**config.mk**
```make
export PLATFORM = sky130hd
export DESIGN_NAME = rkv_scan
export DESIGN_NICKNAME = d
export VERILOG_FILES = /design/src/rtl/core/rkv_pkg.sv /design/src/rtl/core/rkv_scan.sv
export SDC_FILE = /design/constraint.sdc
export NUM_CORES = 1
export LEC_CHECK = 0
export ABC_CLOCK_PERIOD_IN_PS = 2180
export BUFFER_PORTS_ARGS = -buffer_cell sky130_fd_sc_hd__buf_2
export CORE_MARGIN = 4
export CORE_UTILIZATION = 34
export DETAILED_ROUTE_END_ITERATION = 12
export GPL_TIMING_DRIVEN = 0
export PLACE_DENSITY = 0.73
export SYNTH_ARGS = -nofsm -noshare
export SYNTH_HDL_FRONTEND = slang
export SYNTH_SLANG_ARGS = --single-unit
```
**constraint.sdc**
```tcl
create_clock -name clk -period 2.18 [get_ports clk]
set_input_delay 0.327 -clock clk [delete_from_list [all_inputs] [get_ports clk]]
set_output_delay 0.327 -clock clk [all_outputs]
set_load 0.05 [all_outputs]
```
**src/rtl/core/rkv_pkg.sv**
```systemverilog
// ----------------------------------------------------------------------------
// rkv_pkg: shared types and constants for the refcounted key/value table
// Action and status codes, sequencer states and the scan flag bundle.
// ----------------------------------------------------------------------------
package rkv_pkg;

    localparam int KEY_W      = 16;
    localparam int VALUE_W    = 64;
    localparam int TEXT_LO_W  = 64;
    localparam int TEXT_HI_W  = 56;
    localparam int TEXT_W     = TEXT_LO_W + TEXT_HI_W;
    localparam int TEXT_BYTES = 15;
    localparam int DATA_W     = VALUE_W + TEXT_W;

    localparam logic [1:0] ACTION_ADD = 2'd0;
    localparam logic [1:0] ACTION_DEL = 2'd1;
    localparam logic [1:0] ACTION_LOG = 2'd2;
    localparam logic [1:0] ACTION_GET = 2'd3;

    localparam logic [1:0] STATUS_OK        = 2'd0;
    localparam logic [1:0] STATUS_NOT_FOUND = 2'd1;
    localparam logic [1:0] STATUS_FULL      = 2'd2;

    typedef enum logic [2:0] {
        ST_CLEAR,
        ST_IDLE,
        ST_SCAN,
        ST_ACT,
        ST_GET
    } state_t;

    // result of a key scan: live match seen, free slot seen
    typedef struct packed {
        logic hit;
        logic free;
    } scan_flags_t;

endpackage

```
**src/rtl/core/rkv_scan.sv**
```systemverilog
// ----------------------------------------------------------------------------
// rkv_scan: key/count compare unit
// Checks one slot per cycle, keeps the first live match and first free slot.
// ----------------------------------------------------------------------------
module rkv_scan #(
    parameter int ENTRIES    = 128,
    parameter int KEY_BITS   = 16,
    parameter int COUNT_BITS = 8,
    localparam int IDX_W = (ENTRIES > 1) ? $clog2(ENTRIES) : 1
) (
    input  logic                   clk,
    input  logic                   rst_n,
    input  logic                   start,
    input  logic                   chk_vld,
    input  logic [IDX_W-1:0]       chk_idx,
    input  logic [KEY_BITS-1:0]    rd_key,
    input  logic [COUNT_BITS-1:0]  rd_count,
    input  logic [KEY_BITS-1:0]    req_key,
    output rkv_pkg::scan_flags_t   flags,
    output logic [IDX_W-1:0]       hit_idx,
    output logic [COUNT_BITS-1:0]  hit_count,
    output logic [IDX_W-1:0]       free_idx
);

    rkv_pkg::scan_flags_t  flags_reg, flags_next;
    logic [IDX_W-1:0]      hit_idx_reg, hit_idx_next;
    logic [COUNT_BITS-1:0] hit_count_reg, hit_count_next;
    logic [IDX_W-1:0]      free_idx_reg, free_idx_next;
    logic                  live;

    assign live = (rd_count != '0);

    always_comb
    begin
        flags_next     = flags_reg;
        hit_idx_next   = hit_idx_reg;
        hit_count_next = hit_count_reg;
        free_idx_next  = free_idx_reg;
        if (start)
        begin
            flags_next = '0;
        end
        else if (chk_vld)
        begin
            if (live && (rd_key == req_key) && !flags_reg.hit)
            begin
                flags_next.hit = 1'b1;
                hit_idx_next   = chk_idx;
                hit_count_next = rd_count;
            end
            if (!live && !flags_reg.free)
            begin
                flags_next.free = 1'b1;
                free_idx_next   = chk_idx;
            end
        end
    end

    always_ff @(posedge clk or negedge rst_n)
    begin
        if (!rst_n)
        begin
            flags_reg <= '0;
        end
        else
        begin
            flags_reg <= flags_next;
        end
    end

    always_ff @(posedge clk)
    begin
        hit_idx_reg   <= hit_idx_next;
        hit_count_reg <= hit_count_next;
        free_idx_reg  <= free_idx_next;
    end

    assign flags     = flags_reg;
    assign hit_idx   = hit_idx_reg;
    assign hit_count = hit_count_reg;
    assign free_idx  = free_idx_reg;

endmodule

```
# Yosys cells after proc, flatten, opt, wreduce, memory -nomap -nowiden
# Cells that the tools add are included.
classes:
  div_mod_pow: 0
  magnitude_cmp: 0
  bitwise_logic: 1
  shifts: 0
  mul: 0
  eq_ne: 1
  mux: 4
  addsub: 0
  reduce_logical: 14
op_table:
  columns: ["operator", "count"]
  rows:
  - ["$eq 16x16->1", 1]
  - ["$reduce_bool 8->1", 1]
  - ["$reduce_and 3->1", 2]
  - ["$reduce_bool 2->1", 3]
  - ["$mux 2", 2]
  - ["$reduce_and 2->1", 2]
  - ["$logic_and 1x1->1", 3]
  - ["$logic_not 1->1", 3]
  - ["$mux 1", 2]
  - ["$not 1->1", 1]
word_totals:
  out_inout_bits: 24
  latchBits: 0
  ram_bits: 0
  memories: 0
  romBits: 0
  register_bits: 24
  elab_cells: 25

# Logic depth before layout (Yosys ltp)
# Gate-level depths: netlist of run 1.
logic_depth:
  word_depth: 6
  depth_mapped: 4
  ltp_nobuf: 4

# Worst setup path after synthesis of run 1
# No wires, ideal clock.
synth_timing:
  path_type: "register -> register"
  startpoint: "register flags_reg (netlist bit flags[1])"
  endpoint: "register hit_count_reg[0], in the netlist hit_count[0], enable pin"
  path_stages_with_launch: 4
  path_slack_ns: -0.184
  period_less_slack_ns: 2.364
  n_path_buf: 0
  arrival_time_ns: 1.958
  cell_sequence: "dfrtp_1 nor2_1 nand3_1 nor3_1"
synth_via:
  elab_chain_len: 3
synth_rtl:
  columns: ["element", "line_no", "source"]
  rows:
  - ["from (decl)", "rkv_scan.sv:25", "rkv_pkg::scan_flags_t flags_reg, flags_next;"]
  - ["from (signal assigned)", "rkv_scan.sv:67", "flags_reg <= flags_next;"]
  - ["$logic_not 1->1", "rkv_scan.sv:45", "if (live && (rd_key == req_key) && !flags_reg.hit)"]
  - ["$logic_and 1x1->1", "rkv_scan.sv:45", null]
  - ["$reduce_and 3->1 (no line)", null, null]
  - ["to (signal assigned)", "rkv_scan.sv:74", "hit_count_reg <= hit_count_next;"]
  - ["to (decl)", "rkv_scan.sv:27", "logic [COUNT_BITS-1:0] hit_count_reg, hit_count_next;"]
# Every way passes these cells.
# A chain may end at the register's enable or synchronous reset.

# Final worst setup path of run 1
layout_timing:
  startpoint: "input rd_count[3]"
  endpoint: "register free_idx_reg[3], in the netlist free_idx[3], enable pin"
layout_via:
  elab_chain_len: 4
layout_rtl:
  columns: ["element", "line_no", "source"]
  rows:
  - ["from (decl)", "rkv_scan.sv:17", "input logic [COUNT_BITS-1:0] rd_count,"]
  - ["$reduce_bool 8->1", "rkv_scan.sv:31", "assign live = (rd_count != '0);"]
  - ["$logic_not 1->1", "rkv_scan.sv:51", "if (!live && !flags_reg.free)"]
  - ["$logic_and 1x1->1", "rkv_scan.sv:51", null]
  - ["$reduce_and 3->1 (no line)", null, null]
  - ["to (signal assigned)", "rkv_scan.sv:75", "free_idx_reg <= free_idx_next;"]
  - ["to (decl)", "rkv_scan.sv:28", "logic [IDX_W-1:0] free_idx_reg, free_idx_next;"]
# Every way passes these cells.

==> metrics.cfg, run 1 <==
[detailed_routing]
drt_drc_violations_left=0
vias_per_cell=4.57
route.vias.total=764
totalWireLength_um=2110
wire_per_inst_um=12.6
final_antenna_net_count=0
drtPass1Iterations=3
drtIter0Drc=17

[cells_and_area]
num_antenna_cells=0
share_of_cells_above_drive_strength_1_pct=60.3
area_delta_synth_final_pct=50.1
nNetsFinal=188
largest_register_ff_count=8
stdcell_area_um2=1450
layout.core_utilization_pct=52.9

[synthesis]
yosysWarnings=0
yosysMostFrequentCell=sky130_fd_sc_hd__edfxtp_1
synth_async_sr_flop_share_pct=8.33
postSynthCellCount=57
synth_seq_cells=24
ys_types=15
yosysTopAreaCellShare_pct=68.6
synth.top_cells.by_area=sky130_fd_sc_hd__edfxtp_1 69%, sky130_fd_sc_hd__xor2_1 10%, sky130_fd_sc_hd__dfrtp_1 5.2%
synthesis.area_um2=963
synth_enable_flop_cells=22
register_area_share_after_synthesis_pct=73.8
synth_largest_area_cell=sky130_fd_sc_hd__edfxtp_1
synth_nets=108
synth_top_flop_cell=sky130_fd_sc_hd__edfxtp_1
avgSynthCellArea_um2=16.9
most_instantiated_cells_after_synthesis=22 x sky130_fd_sc_hd__edfxtp_1, 11 x sky130_fd_sc_hd__xor2_1, 5 x sky130_fd_sc_hd__xnor2_1, 3 x sky130_fd_sc_hd__nor3_1

[sta]
rsz0062_at_grt=no
finalWorstPathRequiredPeriod_ps=1940
hold_viol=0
final-setup-viol-count=0
tightestPinTransition_ps=1050
layout_worst_path_cycle_share_pct=89.2
max_slew_margin_pct=29.2
skew_ps=2.42
report.final.slew_viol_count=0
achievable-frequency_ghz=0.514

[floorplanning]
num_io_pins=75
placement_rows=19
fp.dieArea_um2=3750
dieHeight_um=61.2
die_w_um=61.2
initial_core_util_pct=35.2
core_area_um2=2730

[global_route]
global_route_wire_length_before_repair_um=2990
maximum_number_of_pins_on_one_net_before_global_route_repair=16
antenna_found_initial=0
grt_use_total_pct=11.0
first_global_vias=764
global_route.overflow_total=0

[run_status]
run_status=completed

[setup_path]
worst_ep_arrival_time_ps=1890
worstSetupEndpointType=flip-flop
path_cells=buf_2 -> nor4_1 -> nand2_1 -> nor3_1
worstPathRequired_ps=2120
ff2ff_path_depth=3
worst_setup_path_start_kind=input port
setup.worst_path.start=rd_count[3]
timing.setup.critical_path_class=input port to flip-flop
critical_path.slowest_cell=sky130_fd_sc_hd__nor3_1
r2r_slack_ps=520
critical_path.max_stage_delay_ps=860
crit_path_end=free_idx[3]
timing.rr.start=flags[1]
path_max_fanout=7
r2r_end=hit_count[6]

[power_and_ir_drop]
power_density_nw_per_um2=627
ir_worst_vdd_mv=0.556
leakage_nw=0.640

[cts]
tritoncts_num_sinks=24
clock_tree.htree_level_count=1
clock_tree_from_tritoncts=done
clock_insertion_delay_worst_skew_ps=310
clkTransAtPathRegs_ps=130
cts.path.max_buffers=2
cts_root_buffer=sky130_fd_sc_hd__clkbuf_4
cts_post_setup_buffers_inserted=0
cts-buffers-inserted=3

[placement]
final_weighted_congestion_of_routability_driven_global_placement=0.668
place_hpwl_um=1820
detailed_place.area_um2=1380
io_buffer_count=74

[job]
max_cap_viol_count=0

[hold_path]
type_of_the_worst_min_delay_path=input port to flip-flop

[worst max-delay path: cells and delay by family]
family	cells	cell delay (ps)
simple gates	3	1450
buf+inv	1	100
[layer usage]
layer	routed length [um]	vias to the layer above	track usage [%]
met5	0	-	0
met4	0	0	2.79
met3	343	0	3.14
met2	1050	55	22.1
met1	713	337	10.9
li1	-	372	-
[layout make-up]
| class | instances | area [um^2] |
|---|---|---|
| Clock inverter | 1 | 30.0 |
| Tap cell | 31 | 38.8 |
| Multi-Input combinational cell | 32 | 260 |
| Inverter | 1 | 3.75 |
| Timing Repair Buffer | 75 | 380 |
| Sequential cell | 24 | 711 |
| Clock buffer | 3 | 22.5 |
| Fill cell | 229 | 1290 |
[logic make-up after synthesis]
kind of cell	share of synthesized area [%]
AOI/OAI and AO/OA	2.34
xor gates and xnor gates	14.5
buffers and inverters	0.389
DFF	73.8
and+or+nand+nor	8.96
[metrics by stage]
stage	setup WS (ps)	TNS (ps)	power, mW	cells	hold WS, ps
floorplan	252	0	0.544	57	31.4
global placement	-198	-4080	0.597	162	116
detailed placement	-249	-5030	0.602	162	116
CTS	95.8	0	0.914	167	191
global route	27.9	0	0.938	167	176
finish	236	0	0.907	167	197
[power breakdown]
part / total [mW] / internal, mW / leakage (nW) / switching [mW]
Clock: 0.315 / 0.186 / 0.0279 / 0.129
Sequential: 0.502 / 0.502 / 0.226 / 0.0000606
Combinational: 0.0898 / 0.0513 / 0.387 / 0.0385
[repair_timing]
| item | 4_1_cts | 5_1_grt |
|---|---|---|
| resized for setup | 0 | 1 |
| endpoints found under the hold margin | 2 | 0 |
| hold buffers | 1 | 0 |
| endpoints found under the setup margin | 0 | 15 |
[how the worst min path moves through the flow]
| stage | start | slack (ps) | cells past startpoint | endpoint |
|---|---|---|---|---|
| finish | start | 200 | 2 | flags[0] |
| global route | chk_idx[5] | 180 | 1 | hit_idx[5] |
| CTS | chk_idx[5] | 190 | 1 | hit_idx[5] |
| detailed placement | rst_n | 120 | 1 | flags[1] |
| global placement | rst_n | 120 | 1 | flags[1] |
| floorplan | rst_n | 30 | 0 | flags[0] |
[cells in the final DEF, fill, tap and decap left out]
cell                            instances
sky130_fd_sc_hd__nor3_1                 2
sky130_fd_sc_hd__bufinv_16              1
sky130_fd_sc_hd__nor4_1                 2
sky130_fd_sc_hd__nor2_1                 2
sky130_fd_sc_hd__nor4_2                 2
sky130_fd_sc_hd__nand2b_1               1
sky130_fd_sc_hd__nor3_4                 1
sky130_fd_sc_hd__nand2_1                1
sky130_fd_sc_hd__inv_1                  1
sky130_fd_sc_hd__dlygate4sd3_1          1
sky130_fd_sc_hd__xor2_1                11
sky130_fd_sc_hd__xnor2_1                5
sky130_fd_sc_hd__a31oi_1                1
sky130_fd_sc_hd__nand4_1                1
sky130_fd_sc_hd__buf_2                 74
sky130_fd_sc_hd__o32ai_2                1
sky130_fd_sc_hd__dfrtp_1                2
sky130_fd_sc_hd__edfxtp_1              22
sky130_fd_sc_hd__clkbuf_4               3
sky130_fd_sc_hd__nand3_1                2
No activity file was read; power rests on OpenSTA's default activity.
==> run 2, diff against run 1 <==
Settings changed: RECOVER_POWER set to 100.
==> run 2 against run 1 <==
  * Maximum frequency about the same
  * Sequential share of layout area rose by 1.6 points
  * Sequential power about the same
  * Global-route usage is the same
  * Combinational power is 3.6% lower
  * Clock skew decreased by 0.94 ps
  * Clock-buffer cell count unchanged
  * Critical path depth stayed put
  * Register-to-register slack about the same
  * Sequential cell count stayed put
  * Via count down 0.52%
  * Critical endpoint unchanged
  * Largest cell class unchanged
==> metrics.cfg, run 2 (synthesis gave the netlist of run 1 again) <==
[cts]
cts-buffers-inserted=3  ; unchanged
tritoncts_num_sinks=24  ; unchanged
cts_root_buffer=sky130_fd_sc_hd__clkbuf_4
clkTransAtPathRegs_ps=130  ; about the same
cts.path.max_buffers=2  ; unchanged
clock_insertion_delay_worst_skew_ps=310  ; about the same
clock_tree_from_tritoncts=done
clock_tree.htree_level_count=1  ; unchanged

[detailed_routing]
drtIter0Drc=14  ; -3
final_antenna_net_count=0  ; unchanged
drtPass1Iterations=3  ; unchanged
drt_drc_violations_left=0  ; unchanged
totalWireLength_um=2130  ; +1.3%
vias_per_cell=4.55  ; -0.52%
route.vias.total=760  ; -0.52%
wire_per_inst_um=12.8  ; +1.3%

[job]
max_cap_viol_count=0  ; unchanged

[global_route]
global_route.overflow_total=0  ; unchanged
first_global_vias=764  ; unchanged
maximum_number_of_pins_on_one_net_before_global_route_repair=16  ; unchanged
global_route_wire_length_before_repair_um=2990  ; unchanged
antenna_found_initial=0  ; unchanged
grt_use_total_pct=11.0  ; unchanged

[sta]
rsz0062_at_grt=no
final_ws_setup_ps=237  ; +1.50 ps
skew_ps=1.49  ; -0.937 ps
layout_worst_path_cycle_share_pct=89.1  ; about the same
fin_setup_tns_ps=0  ; unchanged
achievable-frequency_ghz=0.515  ; about the same
hold_viol=0  ; unchanged
tightestPinTransition_ps=1060  ; +5.63 ps
max_slew_margin_pct=28.8  ; -0.38 points
final-setup-viol-count=0  ; unchanged
finalWorstPathRequiredPeriod_ps=1940  ; -1.50 ps
report.final.slew_viol_count=0  ; unchanged

[setup_path]
worst_setup_path_start_kind=input port
timing.setup.critical_path_class=input port to flip-flop
path_max_fanout=7  ; unchanged
worstPathRequired_ps=2120  ; about the same
worst_ep_arrival_time_ps=1890  ; about the same
worstSetupEndpointType=flip-flop

[floorplanning]
placement_rows=19  ; unchanged
core_area_um2=2730  ; unchanged
num_io_pins=75  ; unchanged
die_w_um=61.2  ; unchanged
dieHeight_um=61.2  ; unchanged
fp.dieArea_um2=3750  ; unchanged
initial_core_util_pct=35.2  ; unchanged

[power_and_ir_drop]
report.power.total_uw=904  ; -0.34%
share_clk_of_total_power_pct=34.9  ; +0.2 points
leakage_nw=0.548  ; -14%
ir_worst_vdd_mv=0.555  ; -0.17%
power_density_nw_per_um2=645  ; +3.0%
power.sequential.fraction_pct=55.5  ; about the same
fraction_of_power_spent_switching_nets_pct=18.5  ; about the same
power_report.internal_total_uw=736  ; -0.33%
p_comb_share_pct=9.6  ; -0.3 points
power.net_switching_uw=167  ; -0.41%

[placement]
final_weighted_congestion_of_routability_driven_global_placement=0.668  ; unchanged
io_buffer_count=74  ; unchanged
post_placement_cell_count=162  ; unchanged
place_hpwl_um=1820  ; unchanged
detailedPlace.worstSlack_ps=-249  ; unchanged

[cells_and_area]
layoutNonFillerInstCount=167  ; unchanged
final_cell_mix=42 x sky130_fd_sc_hd__buf_2, 32 x sky130_fd_sc_hd__clkbuf_1, 22 x sky130_fd_sc_hd__edfxtp_1
nNetsFinal=188  ; unchanged
area_delta_synth_final_pct=45.3
layout.core_utilization_pct=51.2  ; -1.7 points
layout.cells.most_common=sky130_fd_sc_hd__buf_2
num_antenna_cells=0  ; unchanged
largest_register_ff_count=8  ; unchanged
share_of_cells_above_drive_strength_1_pct=36.0  ; -24 points

[run_status]
run_status=completed

[hold_path]
type_of_the_worst_min_delay_path=input port to flip-flop

==> run 2: changes by cell type in the layout (fill, tap and decap cells not counted) <==
cell,previous run,this run
sky130_fd_sc_hd__buf_2,74,42
sky130_fd_sc_hd__clkbuf_1,0,32
sky130_fd_sc_hd__nor4_1,2,3
sky130_fd_sc_hd__nor4_2,2,1
==> run 2: repair_timing <==
item                                    CTS  global route
endpoints found under the setup margin    0            15
hold endpoints to repair                  2             0
buffers inserted                          0             0
gates resized for setup                   0             1
hold buffers                              1             0
==> run 2: cell type report <==
class / instances / area (um^2)
Timing Repair Buffer: 75 / 340
Inverter: 1 / 3.75
Clock buffer: 3 / 22.5
Sequential cell: 24 / 711
Clock inverter: 1 / 30.0
Multi-Input combinational cell: 32 / 254
Fill cell: 248 / 1330
Tap cell: 31 / 38.8
==> run 2: layer usage <==
metal	share of wire, %	track usage (%)	wire [um]
met1	34	10.9	716
met2	49	22.1	1050
met3	17	3.14	367
met4	0	2.79	0
met5	0	0	0
==> run 2: worst paths after layout <==
check	start	endpoint	slack, ps	cells after the start
max	rd_count[3]	free_idx[3]	240	4
min	start	flags[0]	200	2
max reg2reg	flags[1]	hit_count[6]	520	3
min reg2reg	flags[0]	flags[0]	550	2
max in group asynchronous	rst_n	flags[0]	1730	2
min in group asynchronous	rst_n	flags[1]	320	2
==> run 2: per-stage QoR <==
| step | hold slack (ps) | area, um^2 |
|---|---|---|
| floorplan | 31.4 | 968 |
| global placement | 116 | 1380 |
| detailed placement | 116 | 1380 |
| CTS | 191 | 1440 |
| global route | 176 | 1400 |
| finish | 196 | 1400 |
==> run 2: worst max-delay path, cell delays in order <==
cell                      delay [ps]
sky130_fd_sc_hd__buf_2           100
sky130_fd_sc_hd__nor4_1          450
sky130_fd_sc_hd__nand2_1         140
sky130_fd_sc_hd__nor3_1          870
==> run 2: power groups by stage <==
stage | clock (mW) | sequential (mW) | combinational (mW)
3_3_place_gp | 0 | 0.512 | 0.0846
2_1_floorplan | 0 | 0.513 | 0.0307
3_5_place_dp | 0 | 0.512 | 0.0893
6_report | 0.315 | 0.502 | 0.0866
4_1_cts | 0.321 | 0.502 | 0.0911
5_1_grt | 0.337 | 0.502 | 0.0957
