$ cat config.mk
export PLATFORM = sky130hd
export DESIGN_NAME = rkv_ram
export DESIGN_NICKNAME = d
export VERILOG_FILES = /design/src/rtl/core/rkv_ram.sv
export SDC_FILE = /design/constraint.sdc
export NUM_CORES = 1
export LEC_CHECK = 0
export ABC_CLOCK_PERIOD_IN_PS = 2900
export BUFFER_PORTS_ARGS = -buffer_cell sky130_fd_sc_hd__buf_2
export CAP_MARGIN = 20
export CORE_ASPECT_RATIO = 1.75
export CORE_MARGIN = 5
export CORE_UTILIZATION = 40
export DETAILED_ROUTE_END_ITERATION = 8
export MAX_ROUTING_LAYER = met4
export SLEW_MARGIN = 15
export SYNTH_ARGS = -nofsm -noshare
export SYNTH_HDL_FRONTEND = slang
export SYNTH_SLANG_ARGS = --single-unit
$ cat constraint.sdc
create_clock -name clk -period 2.9 [get_ports clk]
set_clock_uncertainty 0.15 [all_clocks]
set_input_delay 0.725 -clock clk [delete_from_list [all_inputs] [get_ports clk]]
set_output_delay 0.725 -clock clk [all_outputs]
set_load 0.02 [all_outputs]
$ cat src/rtl/core/rkv_ram.sv
// ----------------------------------------------------------------------------
// rkv_ram: generic single-write, single-read RAM
// One write port and one read port; read data is registered.
// ----------------------------------------------------------------------------
module rkv_ram #(
    parameter int WIDTH = 8,
    parameter int DEPTH = 16,
    localparam int AW = (DEPTH > 1) ? $clog2(DEPTH) : 1
) (
    input  logic             clk,
    input  logic             we,
    input  logic [AW-1:0]    waddr,
    input  logic [WIDTH-1:0] wdata,
    input  logic [AW-1:0]    raddr,
    output logic [WIDTH-1:0] rdata
);

    logic [WIDTH-1:0] mem [DEPTH];

    always_ff @(posedge clk)
    begin
        if (we)
        begin
            mem[waddr] <= wdata;
        end
        rdata <= mem[raddr];
    end

endmodule

Word level (Yosys, flattened, before mapping)
Memory sizes are Yosys's and may differ from the RTL's. A register that Yosys moved wholly into a read port is not among the register bits.
Index checks and enable logic that the tools add are counted.

operators by class
  mux-type cells = 2

operators by type and width
  operator           number
  1-bit two-way mux  2

storage, ports and cells
  bits in registers = 0
  bits in writable memories = 128
  input bits = 18
  output and inout port bits = 8
  logic and storage cells = 3
  memories kept = 1

memory list
  memory  words  bits a word  rd ports  clocked after memory_dff  write ports  line  source
  mem     16     8            1         1                         1            18    logic [WIDTH-1:0] mem [DEPTH];

Longest topological paths before layout
Gate-level depths: netlist of run 1.

  word-level depth = 2
  depth in mapped cells = 5
  depth with buffers taken out = 3

Worst setup path after synthesis of run 1
Ideal clock, no wire load.

  path kind = input to register
  from = input port waddr[2]
  to = memory mem[0][0], enable pin
  library setup time = 383 ps
  arrival time = 1,835 ps
  data required time = 2,367 ps
  setup slack = 532 ps
  cell stages on the path = 2
  path buffers = 0
  cell sequence = or3b_2 > nor3_1

RTL lines
  element          line  source
  start, declared  12    input logic [AW-1:0] waddr,
  end, declared    18

Straight into the memory's write port.

Final worst setup path of run 1
  from = input port waddr[2]
  to = memory mem[2][2], enable pin

Straight into the memory's write port.

==> out/summary.md, run 1 <==
The flow ran to the end, and the final reports show no timing, DRC or antenna violations. For the post-CTS setup buffer count, the log shows 0. Ranked by instance count, the synthesized netlist is headed by 128 x sky130_fd_sc_hd__edfxtp_1, 18 x sky130_fd_sc_hd__mux4_2, 16 x sky130_fd_sc_hd__a22oi_1. The first TritonRoute pass finished after 4 iterations. The fraction of final layout cells with drive strength greater than 1 was 29.49%. The number of setup violations in the final report is 0. The final critical path takes up 67.55% of the cycle.

In this run the most critical hold path is launched from mem[14][4]$_DFFE_PP_. VDD sags by at most 407.5 µV. In the synthesized netlist the async set-or-reset flop fraction comes to 0%. The tools report the total CTS buffers as 17. The count of flip-flops with a built-in enable after synthesis came out at 128. Summed over all layers, the routed wires come to 9934 µm. Clock tree synthesis selected as its root buffer the cell sky130_fd_sc_hd__clkbuf_16. For this configuration, the core starts out at a cell density of 40.22%.

The overall die height is 160.1 µm, and the count of instances resized after the clock tree is built is 0. The post-place instance area was 5568 µm²; the number of port buffers was 25. The number of placement rows was 55; the setup TNS was 0 ps. TritonCTS built the clock tree.

Setup repair after global routing left no endpoint under its margin. The H-tree was split into 4 levels. Across every metal layer, demand over resource in global routing totals 14.67%. The worst-path maximum fanout came out at 5.

The class of the worst hold path is flop to flop. Data on the critical path arrives at its endpoint at 1930 ps. The tools report the initial antenna violation count as 0.

Endpoint of the worst register-to-register path: rdata[2]$_DFF_P_. The standard cell core area is 12,800 µm². STA classifies the critical path endpoint as a flop.

The area of the die came out at 15,330 µm². The worst hold path passes through 3 cells. sky130_fd_sc_hd__edfxtp_1 is the most common cell in the netlist. The worst setup path is launched from an input pin. The floorplan step set the die width to 95.75 µm. Kind of critical path: input pin to flop. The tools report the final cell count without fillers as 466. The via-per-instance ratio was 5.150; the max-slew headroom at the worst pin was 50.42%. After synthesis the cells add up to 5147 µm². Of the post-synthesis cell area, the dominant cell type holds 74.67%.

Summing the sequential cell areas from Yosys gives 77.78% of the chip area. Clock-pin slew was measured on the worst setup and hold paths at 50 ps. The final route contains 2,400 vias.

For this run, design rule violations remaining after detail routing come to 0. The first routing iteration left 222 violations. The cell count after placement was 434; the minimum period implied by the final worst setup slack was 1959 ps. The count of yosys warnings during synthesis is 0, and the slew of the pin with the lowest slew margin is 742.2 ps. After synthesis, the mean cell area works out to 22.48 µm².

The congestion estimate from routability-driven global placement came to 0.7693. The run gives 25 as the pin count of the biggest net entering global routing. After technology mapping, the gate count stands at 229.

Based on the critical path, the design can be clocked at up to 510.5 MHz. The worst register-to-register path has a depth of 3. CTS saw 136 sinks. The number of hold violations in the final report was 0; the power per cell area was 729.7 nW/µm². For this run, the post-layout net count is 300. The tools report the antenna violation net count after detailed routing as 0. The run gives 2 as the number of buffers between clock root and the deepest sink.

The path with the worst hold slack has its endpoint at rdata[4]$_DFF_P_. The flip-flop cell with the highest count after synthesis is sky130_fd_sc_hd__edfxtp_1. Data on the critical path is required at its endpoint by 2870 ps. Hold repair after CTS inserted 0 buffers. The diode insertion count for antenna repair is 0, and the synthesis-stage register bit count is 136. The synthesized netlist contains 19 unique library cells.

The final max-slew violation count was 0; the synthesized netlist net count was 247. Ranked by total cell area, the synthesized netlist is headed by sky130_fd_sc_hd__edfxtp_1 75%, sky130_fd_sc_hd__mux4_2 7.9%, sky130_fd_sc_hd__mux4_1 7.1%. After global routing the overflow that remains totals 0.

The cell type with the largest total area after synthesis is sky130_fd_sc_hd__edfxtp_1. In this run the static leakage power is 0.002075 µW. The logs give 2,569 for the number of global-route vias before repair and 15,070 µm for the first-pass GRT wire length. For the final non-filler cell area, the log shows 6138 µm².

The insertion delay to the later sink of the worst-skew pair was 410 ps. The worst register-to-register path begins at mem[1][2]$_DFFE_PP_. Counting the fill cells in the layout gives 1,083. Detailed-route wire length per cell: 21.32 µm. Prior to clock tree synthesis, the placed netlist has a worst setup slack of 499.8 ps. The worst hold-check slack is 520.9 ps. The number of max-capacitance violations reported is 0. The flop-to-flop setup slack was 1370 ps; the area overhead of the layout relative to synthesis was 19.25%. Sum of net half-perimeters after detailed placement: 6800 µm. The worst-case setup margin in the final layout was 941.0 ps; the count of pins on the block boundary was 26.
[per-stage QoR]
stage	total power, µW	util, %
after CTS	4523	47.96
final	4479	47.96
after global placement	2467	43.50
after floorplan	2376	-
after detailed placement	2472	43.50
after global routing	4632	47.96
[critical path, cell delays in order]
cell                     delay, ps
sky130_fd_sc_hd__buf_2         120
sky130_fd_sc_hd__or3b_2        520
sky130_fd_sc_hd__nor2_1        340
sky130_fd_sc_hd__buf_4         220
[routing by layer]
layer	vias to the layer above	wire (µm)	track usage, %	part of all wire [%]
li1	1076	-	-	-
met1	1229	3641	16.13	37
met2	86	5657	24.55	57
met3	9	460	3.346	4.6
met4	0	175	7.124	1.8
met5	-	0	-	0
[final cells by class]
class	instances	area, µm²	share of cell area [%]
Sequential cell	136	4004	65.23
Clock inverter	11	130.1	2.120
Multi-Input combinational cell	83	1057	17.22
Clock buffer	21	440.4	7.175
Tap cell	171	214.0	3.486
Timing Repair Buffer	44	292.8	4.770
[placed cells by master (no fill, tap or decap)]
cell                         instances
sky130_fd_sc_hd__clkinv_2            2
sky130_fd_sc_hd__or3b_2              1
sky130_fd_sc_hd__nand2_1             9
sky130_fd_sc_hd__a22oi_1            16
sky130_fd_sc_hd__buf_12              2
sky130_fd_sc_hd__mux4_2             18
sky130_fd_sc_hd__mux4_1             14
sky130_fd_sc_hd__and2b_1             1
sky130_fd_sc_hd__buf_4              17
sky130_fd_sc_hd__nor2_1             13
sky130_fd_sc_hd__nor3_1              4
sky130_fd_sc_hd__nor2b_1             1
sky130_fd_sc_hd__and2_1              1
sky130_fd_sc_hd__nand3_1             1
sky130_fd_sc_hd__clkbuf_16          17
sky130_fd_sc_hd__clkinv_1            4
sky130_fd_sc_hd__dfxtp_1             8
sky130_fd_sc_hd__nand2b_1            2
sky130_fd_sc_hd__buf_2              25
sky130_fd_sc_hd__clkinvlp_4          2
sky130_fd_sc_hd__nand3b_1            2
sky130_fd_sc_hd__edfxtp_1          128
sky130_fd_sc_hd__bufinv_16           3
sky130_fd_sc_hd__clkbuf_1            4
[worst max-delay path by stage]
stage,from,end,cells after the start
6_report,waddr[2],mem[2][2]$_DFFE_PP_,4
2_1_floorplan,waddr[2],mem[0][0]$_DFFE_PP_,2
5_1_grt,waddr[2],mem[2][0]$_DFFE_PP_,4
3_3_place_gp,waddr[2],mem[1][2]$_DFFE_PP_,4
4_1_cts,waddr[2],mem[1][1]$_DFFE_PP_,4
3_5_place_dp,waddr[2],mem[1][3]$_DFFE_PP_,4
[logic make-up after synthesis]
family / Yosys count / share of synthesized area (%)
AND/OR/NAND/NOR: 35 / 3.184
buffers and inverters: 10 / 1.677
flip-flops: 136 / 77.78
AO/OA/AOI/OAI: 16 / 2.334
multiplexers: 32 / 15.02
[sequential cells by signal, indices dropped and copies added, names as in the netlist]
signal,cells
mem,128
rdata,8
[power breakdown]
| part | switching, µW | total, µW | internal, µW |
|---|---|---|---|
| registers | 11.0 | 2210 | 2200 |
| clock network | 718 | 2050 | 1330 |
| logic | 128 | 217 | 88.6 |
(Power assumes the default switching activity.)
==> inputs of run 2 (changes only) <==
- ABC_AREA: not set -> 1
- ABC_CLOCK_PERIOD_IN_PS: 2900 -> 1850
- clock period: 2.9 -> 1.85 ns (I/O delays scaled with it)
==> run 2 against run 1 <==
Core utilization is 0.79 points lower. Via count rose by 58%. Clock power is 52% higher. Synthesized cell count increased by 140%. Sequential share of layout area decreased by 5.8 points. Final area rose by 9.8%. Sequential cell count did not move. First-iteration DRC count is 8.6% higher. Power rose by 57%. Wire length grew 39%. Non-clock buffer count increased by 6. Critical endpoint is now rdata[7]. Largest cell class unchanged.
==> out/summary.md, run 2 <==
The run finished with clean final reports. The part of the Yosys area used for sequential elements is 69.43% (was 77.78%). The area of the die was 17,010 µm² (was 15,330 µm²).

The count of buffering cells on the critical path with inverters included is 1 (was 2), and the proportion of total power due to net switching is 22.82% (was 19.14%). The logs give 21,210 µm (was 15,070 µm) for the first-pass GRT wire length and 44.2% (was 45.8%) for the part of the power in the clock network. The tools report the root buffer cell as sky130_fd_sc_hd__clkbuf_16 (unchanged). The count of flip-flops with a built-in enable after synthesis works out to 128 (unchanged). The minimum period implied by the final worst setup slack is 1530 ps. The top cell family by delay on the critical path was flip-flops (was simple AND/OR/NAND/NOR gates). The worst voltage drop across the vdd grid is 540.3 µV (was 407.5 µV), and the initial DRC count is 241 (was 222).

Count of yosys warnings during synthesis: 0 (unchanged). Registers with the highest flip-flop counts: mem (128), rdata (8) (unchanged). The commonest non-fill, non-tap cell in the layout was sky130_fd_sc_hd__nand2_1 (was sky130_fd_sc_hd__edfxtp_1). The power per cell area is 1044 nW/µm² (was 729.7 nW/µm²). Ordered cell list for the critical path: buf_2 (was buf_2 -> or3b_2 -> nor2_1 -> buf_4). The number of placement rows was 58 (was 55); the number of instances in the synthesized netlist was 551 (was 229). The worst-case setup margin in the final layout was 319.8 ps (was 941.0 ps). Class of the worst hold path: input pin to flop (was flop to flop). The overall die height was 168.8 µm (was 160.1 µm); the number of fillers in the final layout was 1,342 (was 1,083). For the final non-filler cell area, the log shows 6743 µm² (was 6138 µm²).

Synthesis-stage register bit count: 136 (unchanged). The logs give 0 (unchanged) for the number of max-capacitance violations reported and 920 ps (was 1930 ps) for the data arrival time of the worst path. The number of buffers between clock root and the deepest sink came out at 2 (unchanged). The run gives 0.9031 (was 0.7693) as the routability congestion estimate. The tools report the kind of capture point of the worst setup path as an output port (was a flop). Cells taking the most area after synthesis: sky130_fd_sc_hd__edfxtp_1 67%, sky130_fd_sc_hd__nand2_1 11%, sky130_fd_sc_hd__nand3_1 8.4% (was sky130_fd_sc_hd__edfxtp_1 75%, sky130_fd_sc_hd__mux4_2 7.9%, sky130_fd_sc_hd__mux4_1 7.1%). The synthesized cell area was 5767 µm² (was 5147 µm²).

The area share of the largest cell type after synthesis works out to 66.65% (was 74.67%). The most flop-heavy register is mem (unchanged). Pin count of the biggest net entering global routing: 65 (was 25). The diode insertion count for antenna repair was 0 (unchanged); the final worst-path cycle share was 82.71%. Flip-flop cell with the highest count after synthesis: sky130_fd_sc_hd__edfxtp_1 (unchanged).

Total CTS buffers: 17 (unchanged). The clock sink count was 136 (unchanged); the clock edge transition at the registers on the reported setup and hold paths was 60 ps (was 50 ps). The distinct cell type count of the synthesized netlist is 12 (was 19). The tools report the number of setup violations in the final report as 0 (unchanged). The kind of critical path was flop to output port (was input pin to flop).

The run gives 0 (unchanged) as the final max-slew violation count. The count of instances resized after the clock tree is built came out at 0 (unchanged). The fraction of final layout cells with drive strength greater than 1 was 13.63% (was 29.49%); the max-slew headroom at the worst pin was 61.97% (was 50.42%). The number of global-route vias before repair is 3,846 (was 2,569), and the count of pins on the block boundary is 26 (unchanged). The insertion delay to the later sink of the worst-skew pair was 410 ps (about the same); the initial antenna violation count was 0 (unchanged). The tools report the worst endpoint required time as 1240 ps (was 2870 ps).

Most frequent cells in the layout: 173 x sky130_fd_sc_hd__nand2_1, 128 x sky130_fd_sc_hd__edfxtp_1, 100 x sky130_fd_sc_hd__inv_1 (was 128 x sky130_fd_sc_hd__edfxtp_1, 25 x sky130_fd_sc_hd__buf_2, 18 x sky130_fd_sc_hd__mux4_2). The post-CTS setup buffer count was 0 (unchanged); the total number of H-tree levels was 4 (unchanged). The via-per-instance ratio came out at 4.800 (was 5.150). The combinational share of power came out at 6.6% (was 4.8%). The starting density of the core came out at 40.34% (was 40.22%). The tools report the cell leakage power as 0.002931 µW (was 0.002075 µW). The cell type with the largest total area after synthesis is sky130_fd_sc_hd__edfxtp_1 (unchanged). For the post-place instance area, the log shows 6188 µm² (was 5568 µm²). For the total congestion overflow after global routing, the log shows 0 (unchanged). Fraction of registers with async set or reset after synthesis: 0% (unchanged). The total detailed-routing wirelength was 13,840 µm (was 9934 µm); the hold buffer count at cts was 0 (unchanged). For the standard cell core area, the log shows 14,300 µm² (was 12,800 µm²). The worst hold-check slack was 251.7 ps (was 520.9 ps); the slew of the pin with the lowest slew margin was 569.8 ps (was 742.2 ps).

Highest-delay cell along the critical path: sky130_fd_sc_hd__dfxtp_1 (was sky130_fd_sc_hd__or3b_2). The synthesized area per cell came out at 10.47 µm² (was 22.48 µm²). The antenna violation net count after detailed routing was 0 (unchanged); the critical path's largest stage delay was 340 ps (was 520 ps). Setup repair after global routing left no endpoint under its margin.

Synth cell count leaders: 173 x sky130_fd_sc_hd__nand2_1, 128 x sky130_fd_sc_hd__edfxtp_1, 100 x sky130_fd_sc_hd__inv_1 (was 128 x sky130_fd_sc_hd__edfxtp_1, 18 x sky130_fd_sc_hd__mux4_2, 16 x sky130_fd_sc_hd__a22oi_1). The synthesized netlist net count was 569 (was 247); the total track usage was 17.81% (was 14.67%). The worst-path maximum fanout was 1 (was 5). The detailed-route wire length per cell came out at 17.54 µm (was 21.32 µm).

The tools report the switching power summed over all nets as 1606 µW (was 857.4 µW). The share of total power in sequential cells is 49.2% (was 49.3%), and the total via count in the routed design is 3,787 (was 2,400). Setup TNS: 0 ps (unchanged). The sum of net half-perimeters after detailed placement came out at 9326 µm (was 6800 µm).

The most frequently used cell type in the post-synthesis netlist is sky130_fd_sc_hd__nand2_1 (was sky130_fd_sc_hd__edfxtp_1). The flip-flop count of the largest register after layout was 128 (unchanged). Number of detailed-route iterations in the first pass: 5 (was 4). The internal power was 5432 µW (was 3622 µW); the minimum setup slack after placement was 60.67 ps (was 499.8 ps). Area overhead of the layout relative to synthesis: 16.92% (was 19.25%).

Element type at the critical path start: a flop (was an input pin). The number of hold violations in the final report is 0 (unchanged), and the maximum clock frequency is 653.5 MHz. The run gives 0 (unchanged) as the detailed-route DRC error count. The number of port buffers was 25 (unchanged); the horizontal die dimension was 100.8 µm (was 95.75 µm).

The run gives 614 (was 300) as the number of nets at the end of the flow. TritonCTS built the clock tree.
==> run 2: cell types whose count changed after synthesis, moves of 2 or more <==
cell | previous run | this run
sky130_fd_sc_hd__nand2_1 | 9 | 173
sky130_fd_sc_hd__inv_1 | 0 | 100
sky130_fd_sc_hd__nand3_1 | 1 | 97
sky130_fd_sc_hd__mux4_2 | 18 | 0
sky130_fd_sc_hd__a22oi_1 | 16 | 0
sky130_fd_sc_hd__mux4_1 | 14 | 0
sky130_fd_sc_hd__buf_2 | 3 | 13
sky130_fd_sc_hd__nor2_1 | 13 | 17
sky130_fd_sc_hd__nor3_1 | 4 | 0
sky130_fd_sc_hd__buf_4 | 1 | 4
sky130_fd_sc_hd__buf_6 | 3 | 6
sky130_fd_sc_hd__clkdlybuf4s25_2 | 3 | 0
sky130_fd_sc_hd__inv_2 | 0 | 2
sky130_fd_sc_hd__nand2b_1 | 2 | 0
==> run 2: path summary, 6_finish.rpt <==
path / endpoint / cells past startpoint / start / slack, ps
max: rdata[7] / 1 / rdata[7]$_DFF_P_ / 320
min reg2reg: rdata[4]$_DFF_P_ / 6 / mem[10][4]$_DFFE_PP_ / 520
max reg2reg: rdata[4]$_DFF_P_ / 6 / mem[5][4]$_DFFE_PP_ / 620
min: rdata[1]$_DFF_P_ / 3 / raddr[3] / 250
==> run 2: worst reg2reg max path, cell delays in order (launching register included) <==
cell and delay, ps:
sky130_fd_sc_hd__edfxtp_1 360, sky130_fd_sc_hd__inv_1 70, sky130_fd_sc_hd__nand2_1 50, sky130_fd_sc_hd__nand3_1 90
sky130_fd_sc_hd__nand3_1 150, sky130_fd_sc_hd__nand3_1 170, sky130_fd_sc_hd__nand2_1 70
==> run 2: cells by family after synthesis <==
logic type             Yosys count  share of synthesized area [%]
buffers and inverters          126                          9.525
DFF                            136                          69.43
and+or+nand+nor                289                          21.05
==> run 2: power by group through the flow <==
| stage | registers, µW | logic (µW) | clock network, µW |
|---|---|---|---|
| CTS | 3470 | 470 | 3170 |
| global placement | 3530 | 461 | 0 |
| floorplan | 3550 | 243 | 0 |
| global route | 3470 | 508 | 3300 |
| finish | 3460 | 462 | 3110 |
| detailed placement | 3530 | 468 | 0 |
==> run 2: layer usage <==
metal  up-vias  routed length, µm  global-route usage [%]
met5         -                  0                       -
met1      1812               4969                   18.64
met2        93               7900                   31.31
met3        19                594                   4.206
met4         0                374                   7.801
li1       1863                  -                       -
==> run 2: stage by stage <==
stage                     total power, µW  cells  util (%)
final                                7038    789     47.16
after detailed placement             3998    757     43.29
after CTS                            7106    789     47.16
after global routing                 7275    789     47.16
after global placement               3990    757     43.29
after floorplan                      3793    551         -
==> run 2: final cells by class <==
cell class              count  area, µm²  area share (%)
multi-input cells         289       1214           18.00
repair buffers             50      362.8           5.381
flip-flops and latches    136       4004           59.38
clock buffers              18      429.2           6.365
inverters                 102      382.9           5.678
well taps                 180      225.2           3.340
clock inverters            14      125.1           1.856
==> inputs of run 3 (changes only) <==
- ABC_AREA: 1 -> 0
- ABC_CLOCK_PERIOD_IN_PS: 1850 -> 1500
- clock period: 1.85 -> 1.5 ns (I/O delays scaled with it)
==> run 3 against run 2 <==
Sequential cell count did not move. Clock power is 29% higher. Non-clock buffer count is 18 higher. Cell count decreased by 38%. Combinational power is 9.5% higher. Final area shrank 4.5%. Die area decreased by 9.9%. Via count decreased by 35%. Wire length shrank 24%. Count of clock-buffer cells in the layout stayed put. Sequential power rose by 23%.
==> out/summary.md, run 3 (synthesis gave the netlist of run 1 again) <==
The utilization of the core after routing was 50.30% (was 47.16%); the number of port buffers was 25 (unchanged). The tools report the routability congestion estimate as 0.7385 (was 0.9031). The count of buffering cells on the critical path with inverters included works out to 2 (was 1).

The flip-flop count of the largest register after layout was 128 (unchanged). The critical path depth in cells came out at 5 (was 1). The sum of net half-perimeters after detailed placement is 7276 µm (was 9326 µm). Registers with the highest flip-flop counts: mem (128), rdata (8) (unchanged). Insertion delay to the later sink of the worst-skew pair: 410 ps (about the same).

The area of the die was 15,330 µm² (was 17,010 µm²); the number of max-capacitance violations reported was 0 (unchanged). TritonCTS built the clock tree. The number of hold violations in the final report is 0 (unchanged). The run gives 1640 ps (was 1240 ps) as the worst endpoint required time.

Number of placement rows: 55 (was 58). The root buffer cell is sky130_fd_sc_hd__clkbuf_16 (unchanged). The worst voltage drop across the vdd grid came out at 744.1 µV (was 540.3 µV). The detailed-route DRC error count is 0 (unchanged), and the initial DRC count is 187 (was 241). The standard cell core area came out at 12,800 µm² (was 14,300 µm²). Commonest non-fill, non-tap cell in the layout: sky130_fd_sc_hd__edfxtp_1 (was sky130_fd_sc_hd__nand2_1).

The detailed-route wire length per cell is 21.40 µm (was 17.54 µm). The run gives 10,490 µm (was 13,840 µm) as the total detailed-routing wirelength. For the clock sink count, the log shows 136 (unchanged). The hold buffer count at cts was 0 (unchanged). The cell count after placement is 454 (was 757), and the max-slew headroom at the worst pin is 34.68% (was 61.97%). Diode insertion count for antenna repair: 0 (unchanged). The number of global-route vias before repair is 2,695 (was 3,846). The via-per-instance ratio is 5.041 (was 4.800). The kind of critical path is input pin to flop (was flop to output port). Total congestion overflow after global routing: 0 (unchanged). The slew of the pin with the lowest slew margin was 976.2 ps (was 569.8 ps). The final cell count without fillers was 490 (was 789); the data arrival time of the worst path was 1620 ps (was 920 ps). The run gives 2 (unchanged) as the number of buffers between clock root and the deepest sink.

Most flop-heavy register: mem (unchanged). The minimum period implied by the final worst setup slack was 1479 ps; the worst hold-check slack was 195.0 ps (was 251.7 ps). The horizontal die dimension was 95.75 µm (was 100.8 µm); the depth of the worst hold-timing path was 1 (was 3). For the final max-slew violation count, the log shows 0 (unchanged). Highest-delay cell along the critical path: sky130_fd_sc_hd__mux4_1 (was sky130_fd_sc_hd__dfxtp_1). The tools report the antenna violation net count after detailed routing as 0 (unchanged). The power per cell area works out to 1363 nW/µm² (was 1044 nW/µm²).

The fraction of final layout cells with drive strength greater than 1 is 44.51% (was 13.63%). The cell leakage power was 0.002183 µW (was 0.002931 µW); the clock edge transition at the registers on the reported setup and hold paths was 60 ps (about the same). The final worst-path cycle share was 98.60%. Element type at the critical path start: an input pin (was a flop). For the total CTS buffers, the log shows 17 (unchanged). Ordered cell list for the critical path: clkbuf_4 -> buf_4 -> mux4_1 -> a22oi_1 -> nand2_1 (was buf_2). The logs give 40.22% (was 40.34%) for the starting density of the core and 2,470 (was 3,787) for the total via count in the routed design. Total track usage: 15.44% (was 17.81%). Top cell family by delay on the critical path: multiplexers (was flip-flops). The tools report the maximum clock frequency as 676.1 MHz. The critical path's largest stage delay was 560 ps (was 340 ps); the pin count of the biggest net entering global routing was 22 (was 65). The tools report the setup TNS as 0 ps (unchanged). The first-pass GRT wire length was 15,980 µm (was 21,210 µm). The tools report the number of nets at the end of the flow as 324 (was 614). The count of pins on the block boundary is 26 (unchanged). Class of the worst hold path: input pin to flop (unchanged). The number of setup violations in the final report is 0 (unchanged), and the total number of H-tree levels is 4 (unchanged). The kind of capture point of the worst setup path was a flop (was an output port). Setup repair after global routing could not meet its margin everywhere. The worst-path maximum fanout is 5 (was 1). The area overhead of the layout relative to synthesis was 25.09% (was 16.92%). The flow ran to the end, and the final reports show no timing, DRC or antenna violations. The logs give 8777 µW (was 7038 µW) for the total power and 4 (was 5) for the number of detailed-route iterations in the first pass. The depth of the worst register-to-register path was 3 (was 6). Most frequent cells in the layout: 128 x sky130_fd_sc_hd__edfxtp_1, 36 x sky130_fd_sc_hd__buf_4, 31 x sky130_fd_sc_hd__mux4_2 (was 173 x sky130_fd_sc_hd__nand2_1, 128 x sky130_fd_sc_hd__edfxtp_1, 100 x sky130_fd_sc_hd__inv_1). The initial antenna violation count is 0 (unchanged), and the overall die height is 160.1 µm (was 168.8 µm).
==> run 3: cell count changes in the layout (fill, tap and decap cells not counted), sizes merged, moves of 16 or more <==
cell / before / now
buf: 50 / 66
a22oi: 0 / 16
mux4: 0 / 32
nand2: 173 / 9
nand3: 97 / 1
inv: 105 / 4
==> run 3: path summary, 6_finish.rpt <==
check / start / endpoint / slack (ps)
worst max-delay path: raddr[0] / rdata[0]$_DFF_P_ / 20
worst max register to register: mem[0][0]$_DFFE_PP_ / rdata[0]$_DFF_P_ / 30
worst min register to register: mem[12][5]$_DFFE_PP_ / rdata[5]$_DFF_P_ / 520
worst min-delay path: wdata[7] / mem[3][7]$_DFFE_PP_ / 200
==> run 3: per-stage QoR <==
step | cell area, µm² | setup slack (ps)
2_1_floorplan | 5184 | -158.1
3_3_place_gp | 5783 | -413.3
3_5_place_dp | 5783 | -423.6
4_1_cts | 6361 | 2.930
5_1_grt | 6439 | -2.792
6_report | 6439 | 20.98
==> run 3: final cells by class <==
cell class                      instances  area, µm²
Clock inverter                         14      148.9
Sequential cell                       136       4004
Timing Repair Buffer                   68      558.0
Fill cell                            1055       6361
Multi-Input combinational cell         83       1085
Tap cell                              171      214.0
Clock buffer                           18      429.2
==> run 3: per-layer routing <==
metal  global-route usage, %  wire length (µm)
met5                       -                 0
met4                   6.023               176
met3                   3.770               357
met2                   26.29              6122
met1                   17.06              3828
==> run 3: what timing repair did <==
action	4_1_cts	5_1_grt
setup buffers	0	3
gates resized for setup	0	7
endpoints found under the setup margin	0	8
==> run 3: report_power, final <==
group          internal, µW  switching, µW  total, µW
combinational           230            276        506
clock                  2460           1540       4000
sequential             4250           24.3       4270
total                  6940           1840       8780
